$ cat src/rtl/ubd_pkg.sv
// Package with the constants, payload types and pipeline stage type of the baud divisor.
`default_nettype none
package ubd_pkg;

  localparam int MANTISSA_BITS = 12;
  localparam int QUOT_W = MANTISSA_BITS + 4;
  localparam int CLK_W = 32;
  localparam int BAUD_W = 24;
  localparam int DVS_W = BAUD_W + 1;
  localparam int CMP_W = DVS_W + QUOT_W;
  localparam int MANT_W = 12;
  localparam int FRAC_W = 4;

  typedef enum logic [1:0] {
    STATUS_OK        = 2'd0,
    STATUS_BAUD_ZERO = 2'd1,
    STATUS_BELOW_ONE = 2'd2,
    STATUS_OVERFLOW  = 2'd3
  } status_t;

  typedef struct packed {
    logic [CLK_W-1:0]  clock_hz;
    logic [BAUD_W-1:0] baud_bps;
    logic              oversample_by_8;
  } in_t;

  typedef struct packed {
    logic [MANT_W-1:0] divisor_mantissa;
    logic [FRAC_W-1:0] divisor_fraction;
    status_t           status;
  } out_t;

  typedef struct packed {
    logic              valid;
    logic [CMP_W-1:0]  rem;
    logic [CMP_W-1:0]  dsh;
    logic [QUOT_W-1:0] quot;
    logic              osr8;
    logic              baud_zero;
    logic              ovf;
  } div_stage_t;

endpackage
`default_nettype wire

$ cat src/rtl/ubd_prep.sv
// Front stage: forms the rounded numerator and divisor and detects zero baud and overflow.
`default_nettype none
module ubd_prep
  import ubd_pkg::*;
(
  input  wire logic       clk,
  input  wire logic       rst,
  input  wire logic       load,
  input  wire in_t        request,
  output div_stage_t      stage
);

  logic [CMP_W-1:0] num;
  logic [CMP_W-1:0] dvs;
  logic [CMP_W-1:0] thr;

  always_comb begin
    num = (CMP_W'(request.clock_hz) << 1) + CMP_W'(request.baud_bps);
    dvs = CMP_W'({request.baud_bps, 1'b0});
    if (request.oversample_by_8) begin
      thr = dvs << (QUOT_W - 1);
    end else begin
      thr = dvs << QUOT_W;
    end
  end

  always_ff @(posedge clk) begin
    if (rst) begin
      stage.valid <= 1'b0;
    end else begin
      stage.valid <= load;
    end
    stage.rem       <= num;
    stage.dsh       <= dvs << (QUOT_W - 1);
    stage.quot      <= '0;
    stage.osr8      <= request.oversample_by_8;
    stage.baud_zero <= (request.baud_bps == '0);
    stage.ovf       <= (num >= thr);
  end

endmodule
`default_nettype wire

$ cat src/rtl/ubd_div_stage.sv
// One restoring division step that settles one quotient bit.
`default_nettype none
module ubd_div_stage
  import ubd_pkg::*;
(
  input  wire logic       clk,
  input  wire logic       rst,
  input  wire div_stage_t stage_in,
  output div_stage_t      stage_out
);

  logic             fits;
  logic [CMP_W-1:0] rem_next;

  always_comb begin
    fits = (stage_in.rem >= stage_in.dsh);
    rem_next = fits ? (stage_in.rem - stage_in.dsh) : stage_in.rem;
  end

  always_ff @(posedge clk) begin
    if (rst) begin
      stage_out.valid <= 1'b0;
    end else begin
      stage_out.valid <= stage_in.valid;
    end
    stage_out.rem       <= rem_next;
    stage_out.dsh       <= stage_in.dsh >> 1;
    stage_out.quot      <= {stage_in.quot[QUOT_W-2:0], fits};
    stage_out.osr8      <= stage_in.osr8;
    stage_out.baud_zero <= stage_in.baud_zero;
    stage_out.ovf       <= stage_in.ovf;
  end

endmodule
`default_nettype wire

$ cat src/rtl/ubd_format.sv
// Output stage: splits the unit count into mantissa and fraction and sets the status.
`default_nettype none
module ubd_format
  import ubd_pkg::*;
(
  input  wire logic       clk,
  input  wire logic       rst,
  input  wire div_stage_t stage,
  output logic            done,
  output out_t            result
);

  logic [MANTISSA_BITS-1:0] mant;
  logic [FRAC_W-1:0]        frac;
  out_t                     result_next;

  always_comb begin
    if (stage.osr8) begin
      mant = stage.quot[QUOT_W-2:3];
      frac = {1'b0, stage.quot[2:0]};
    end else begin
      mant = stage.quot[QUOT_W-1:4];
      frac = stage.quot[3:0];
    end
    if (stage.baud_zero) begin
      result_next.divisor_mantissa = '0;
      result_next.divisor_fraction = '0;
      result_next.status = STATUS_BAUD_ZERO;
    end else if (stage.ovf) begin
      result_next.divisor_mantissa = MANT_W'({MANTISSA_BITS{1'b1}});
      result_next.divisor_fraction = stage.osr8 ? FRAC_W'(7) : FRAC_W'(15);
      result_next.status = STATUS_OVERFLOW;
    end else begin
      result_next.divisor_mantissa = MANT_W'(mant);
      result_next.divisor_fraction = frac;
      result_next.status = (mant == '0) ? STATUS_BELOW_ONE : STATUS_OK;
    end
  end

  always_ff @(posedge clk) begin
    if (rst) begin
      done <= 1'b0;
    end else begin
      done <= stage.valid;
    end
    result <= result_next;
  end

endmodule
`default_nettype wire

$ cat src/rtl/uart_baud_divisor.sv
// Top level of the pipelined UART baud divisor calculator.
//
// A request is taken in every cycle in which start is high; busy is always low. Each request
// gives one result on the result port, marked by done for one cycle. The request passes a
// front register that forms the rounded numerator and checks for overflow, then a 16-stage
// restoring divider (mantissa width plus four) that settles one quotient bit per stage, and
// then an output register that formats the mantissa, fraction and status. The receiver cannot
// stall, and results leave in the order in which requests were taken.
`default_nettype none
module uart_baud_divisor
  import ubd_pkg::*;
(
  input  wire logic clk,
  input  wire logic rst,
  input  wire logic start,
  output logic      busy,
  input  wire in_t  request,
  output logic      done,
  output out_t      result
);

  div_stage_t stages [QUOT_W+1];

  assign busy = 1'b0;

  ubd_prep u_prep (
    .clk     (clk),
    .rst     (rst),
    .load    (start),
    .request (request),
    .stage   (stages[0])
  );

  for (genvar i = 0; i < QUOT_W; i++) begin : g_div
    ubd_div_stage u_stage (
      .clk       (clk),
      .rst       (rst),
      .stage_in  (stages[i]),
      .stage_out (stages[i+1])
    );
  end

  ubd_format u_format (
    .clk    (clk),
    .rst    (rst),
    .stage  (stages[QUOT_W]),
    .done   (done),
    .result (result)
  );

endmodule
`default_nettype wire

$ cat config.mk
export PLATFORM = sky130hd
export DESIGN_NAME = uart_baud_divisor
export DESIGN_NICKNAME = d
export VERILOG_FILES = /design/src/rtl/ubd_pkg.sv /design/src/rtl/ubd_prep.sv /design/src/rtl/ubd_div_stage.sv /design/src/rtl/ubd_format.sv /design/src/rtl/uart_baud_divisor.sv
export SDC_FILE = /design/constraint.sdc
export NUM_CORES = 2
export LEC_CHECK = 0
export BUFFER_PORTS_ARGS = -buffer_cell sky130_fd_sc_hd__buf_2
export CORE_MARGIN = 4
export CORE_UTILIZATION = 30
export CTS_CLUSTER_SIZE = 10
export DETAILED_ROUTE_END_ITERATION = 10
export PLACE_DENSITY_LB_ADDON = 0.08
export REMOVE_ABC_BUFFERS = 1
export SLEW_MARGIN = 0
export SYNTH_ARGS = -nofsm -noshare
export SYNTH_HDL_FRONTEND = slang
export SYNTH_SLANG_ARGS = --single-unit
$ cat constraint.sdc
create_clock -name clk -period 15.4 [get_ports clk]
set_input_delay 3.85 -clock clk [delete_from_list [all_inputs] [get_ports clk]]
set_output_delay 3.85 -clock clk [all_outputs]
set_load 0.03 [all_outputs]
==> flow_metrics.env <==
export IMPL_status="completed"
export IMPL_dr_max_layer_used="met4"
export IMPL_met2WireLength_mm=70.4
export IMPL_hold_ws_ns=0.315
export IMPL_cpPeakStageDelay_ns=0.45
export IMPL_ys_flop_type="dfxtp_1"
export IMPL_drive_gt1_frac=0.0787
export IMPL_path_max_fanout=6
export IMPL_syn_mean_instance_area_um2=9.52
export IMPL_clk_latency_ns=0.78
export IMPL_report_final_slew_viol_count=0
export IMPL_die_h_um=427
export IMPL_place_congestion=0.872
export IMPL_cts_resized=0
export IMPL_critPathLaunchType="input port"
export IMPL_rsz0062_at_grt="false"
export IMPL_synthArstFlopShare=0
export IMPL_synth_compound_area_frac=0.155
export IMPL_period_needed_ns=9.49
export IMPL_required_ns=16.09
export IMPL_hold_class="reg -> reg"
export IMPL_track_usage=0.145
export IMPL_synth_simple_area_share=0.136
export IMPL_postCtsSetupRepairBufs=0
export IMPL_slowest_stage="or4b_1"
export IMPL_syn_area_um2=52700
export IMPL_floorplan_initialDensity=0.302
export IMPL_crit_chain="buf_2 -> ha_1 -> fa_1 -> a21o_1 -> a21oi_1 -> o21ai_0 -> a31oi_1 -> o21ai_0 -> a221o_1 -> a21oi_1 -> o21ai_0 -> o2111ai_1 -> xnor2_1 -> ha_1 -> nand4_1 -> nor2_1 -> nand3_1 -> nor4_1 -> nand2_1 -> or4_1 -> or4_1 -> nor3_1 -> or4b_1 -> o21ai_0"
export IMPL_critPathTopFamily="compound AO/OA/AOI/OAI gates"
export IMPL_fp_row_count=153
export IMPL_synthesis_instances=5529
export IMPL_slew_headroom=0.218
export IMPL_p_leak_nw=26.7
export IMPL_synth_edf_count=0
export IMPL_clock_skew_ns=0.0320
export IMPL_post_drt_wl_per_cell_um=16.2
export IMPL_yosysSeqAreaShare=0.471
export IMPL_clock_sinks=1240
export IMPL_drv_cap=0
export IMPL_grt_pass1_vias=39300
export IMPL_wl_met3_mm=3.55
export IMPL_synthXorXnorAreaFrac=0.0699
export IMPL_power_density_nw_per_um2=206
export IMPL_htreeDepth=4
export IMPL_cts_root_buf="clkbuf_16"
export IMPL_synth_top_family_by_area="compound AO/OA/AOI/OAI gates"
export IMPL_final_instance_count_excl_fill=8094
export IMPL_yosys_warnings=0
export IMPL_drc=0
export IMPL_tightestPinTransition_ns=1.16
export IMPL_worstSetupPathType="in -> reg"
export IMPL_crit_cells=24
export IMPL_synth_seq_cells=1240
export IMPL_tritoncts="done"
export IMPL_numCtsBuffers=154
export IMPL_rr_worst_depth=12
export IMPL_routed_wl_mm=132
export IMPL_critPathMostFrequentCell="o21ai_0"
export IMPL_fmax_mhz=105
export IMPL_cts_buffer_depth=3
export IMPL_synth_fa_ha_area_frac=0.105
export IMPL_endpoint_kind="flip-flop"
export IMPL_worstSetupEndpoint="u_prep.stage[0]"
export IMPL_r2r_start="g_div[12].u_stage.stage_out[35]"
export IMPL_path_buf_inv=1
export IMPL_min_period_over_period=0.616
export IMPL_cts_hold_buf=0
export IMPL_hpwl_mm=105
export IMPL_firstDrtPassIters=5
export IMPL_muxShareOfSynthArea=0.0192
export IMPL_dp_cells=7855
export IMPL_core_area_um2=174000
export IMPL_antenna_left=0
export IMPL_io_pins=80
export IMPL_r2r_end="g_div[13].u_stage.stage_out[96]"
export IMPL_avgViaCountPerCell=4.61
export IMPL_cts_reportedPaths_clkPinSlew_ns=0.05
export IMPL_grt_pass1_wl_mm=210
export IMPL_final_hold_violation_count=0
export IMPL_wl_met1_mm=49.4
export IMPL_r2r_slack_ns=11.10
export IMPL_gr_total_overflow=0
export IMPL_grt_max_degree=57
export IMPL_synth_cell_types=91
export IMPL_setup_viol=0
export IMPL_die_x_um=427
export IMPL_crit_start="request[2]"
export IMPL_crit_arrival_ns=10.18
export IMPL_drt_iter0_markers=1271
export IMPL_ir_drop_v=0.0000858
export IMPL_tns_ns=0
export IMPL_antenna_found_initial=0
export IMPL_dieArea_um2=182000
export IMPL_io_buffers=78
export IMPL_syn_to_final_growth_pct=15.2
export IMPL_vias=37300
export IMPL_fin_nets=6180
[cell usage in the layout, fill, tap and decap left out, types with 12 or more instances in the layout]
cell | synthesis | final
dfxtp_1 | 1240 | 1240
inv_1 | 486 | 486
ha_1 | 418 | 418
nand2_1 | 401 | 401
a21oi_1 | 396 | 393
nor2_1 | 342 | 341
o21ai_0 | 334 | 333
xnor2_1 | 244 | 244
xor2_1 | 176 | 176
a21o_1 | 174 | 174
clkbuf_16 | 0 | 158
nor3_1 | 108 | 107
nand3_1 | 90 | 90
nor2b_1 | 89 | 89
buf_2 | 16 | 78
nand2b_1 | 74 | 74
mux2_2 | 68 | 68
nor4_1 | 67 | 63
nand4_1 | 62 | 62
o21a_1 | 57 | 57
o21bai_1 | 48 | 48
a211oi_1 | 40 | 40
a31oi_1 | 37 | 36
clkbuf_1 | 76 | 35
and3_1 | 33 | 33
or3_1 | 33 | 33
o31ai_1 | 27 | 27
buf_4 | 2 | 26
or2_2 | 25 | 25
clkbuf_8 | 0 | 23
mux2i_1 | 22 | 22
and2_1 | 22 | 22
o211ai_1 | 22 | 22
nor4b_1 | 19 | 19
or4_1 | 16 | 16
fa_1 | 16 | 16
a211o_1 | 15 | 15
a2111oi_0 | 14 | 14
o31a_1 | 14 | 14
a21boi_0 | 12 | 12
[through the flow]
step           utilization  cell area [um^2]  total power (W)  worst slack, ns
2_1_floorplan            -             52200          0.00795             6.53
3_3_place_gp         0.321             55900          0.00918             4.96
3_5_place_dp         0.321             55900          0.00919             4.96
4_1_cts              0.348             60600           0.0127             5.82
5_1_grt              0.348             60600           0.0134             5.45
6_report             0.348             60600           0.0125             5.91
[where the power goes]
part	internal, W	total, W	switching [W]
logic	0.00203	0.00457	0.00253
registers	0.00402	0.00452	0.000495
clock network	0.00206	0.00339	0.00134
[per-layer routing]
metal | vias to the layer above | global-route usage
met1 | 17000 | 0.141
li1 | 19500 | -
met5 | - | 0
met3 | 321 | 0.0234
met4 | 0 | 0.0865
met2 | 537 | 0.285
[area by class of cell]
class / instances / area [um^2]
Clock buffer: 216 / 4400
Fill cell: 17800 / 114000
Clock inverter: 22 / 369
Sequential cell: 1240 / 24800
Tap cell: 2325 / 2910
Antenna cell: 1 / 2.50
Timing Repair Buffer: 104 / 586
Inverter: 488 / 1830
Multi-Input combinational cell: 3698 / 25700
[sequential cells by signal (all words and copies together), names as in the netlist]
signal	count
u_format.done	1
u_format.result	18
u_prep.stage	61
g_div.u_stage.stage_out	1160
[cells by family after synthesis]
kind of cell | Yosys count
other | 1
AOI/OAI and AO/OA | 1305
DFF | 1240
xor gates and xnor gates | 420
adders and majority gates | 434
buffers and inverters | 591
and+or+nand+nor | 1446
muxes | 92
[worst min-delay path by stage]
| stage | cells past startpoint | endpoint | slack, ns | start |
|---|---|---|---|---|
| after floorplan | 0 | g_div[0].u_stage.stage_out[0] | 0.31 | u_prep.stage[0] |
| after global placement | 0 | g_div[13].u_stage.stage_out[10] | 0.31 | g_div[12].u_stage.stage_out[9] |
| after detailed placement | 0 | g_div[15].u_stage.stage_out[1] | 0.31 | g_div[14].u_stage.stage_out[1] |
| after CTS | 0 | g_div[10].u_stage.stage_out[7] | 0.31 | g_div[9].u_stage.stage_out[6] |
| after global routing | 0 | g_div[13].u_stage.stage_out[1] | 0.33 | g_div[12].u_stage.stage_out[1] |
| final | 0 | g_div[8].u_stage.stage_out[10] | 0.32 | g_div[7].u_stage.stage_out[9] |
[synth_stat cells (10+ instances only)]
| cell type | number | area (um^2) |
|---|---|---|
| dfxtp_1 | 1240 | 24800 |
| inv_1 | 486 | 1820 |
| ha_1 | 418 | 5230 |
| nand2_1 | 401 | 1510 |
| a21oi_1 | 396 | 1980 |
| nor2_1 | 342 | 1280 |
| o21ai_0 | 334 | 1670 |
| xnor2_1 | 244 | 2140 |
| xor2_1 | 176 | 1540 |
| a21o_1 | 174 | 1310 |
| nor3_1 | 108 | 541 |
| nand3_1 | 90 | 450 |
| nor2b_1 | 89 | 557 |
| clkbuf_1 | 76 | 285 |
| nand2b_1 | 74 | 463 |
| mux2_2 | 68 | 766 |
| nor4_1 | 67 | 419 |
| nand4_1 | 62 | 388 |
| o21a_1 | 57 | 428 |
| o21bai_1 | 48 | 360 |
| a211oi_1 | 40 | 300 |
| a31oi_1 | 37 | 231 |
| and3_1 | 33 | 206 |
| or3_1 | 33 | 206 |
| o31ai_1 | 27 | 203 |
| or2_2 | 25 | 156 |
| and2_1 | 22 | 138 |
| mux2i_1 | 22 | 220 |
| o211ai_1 | 22 | 165 |
| nor4b_1 | 19 | 166 |
| buf_2 | 16 | 80.1 |
| fa_1 | 16 | 320 |
| or4_1 | 16 | 120 |
| a211o_1 | 15 | 131 |
| a2111oi_0 | 14 | 123 |
| o31a_1 | 14 | 123 |
| a21boi_0 | 12 | 90.1 |
| a221oi_1 | 11 | 96.3 |
| nand3b_1 | 10 | 75.1 |
| o41ai_1 | 10 | 87.6 |
[worst reg2reg max path: stages (launching register included)]
cell      delay, ns
dfxtp_1        0.34
inv_1          0.05
ha_1           0.38
nand3_1        0.18
or3_1          0.59
nor4_1         0.60
nand3_1        0.46
nand4b_1       0.32
a21oi_4        0.04
buf_4          0.28
nor3b_1        0.64
nand2_1        0.15
xnor2_1        0.15
Power figures use the tool's default switching activity.
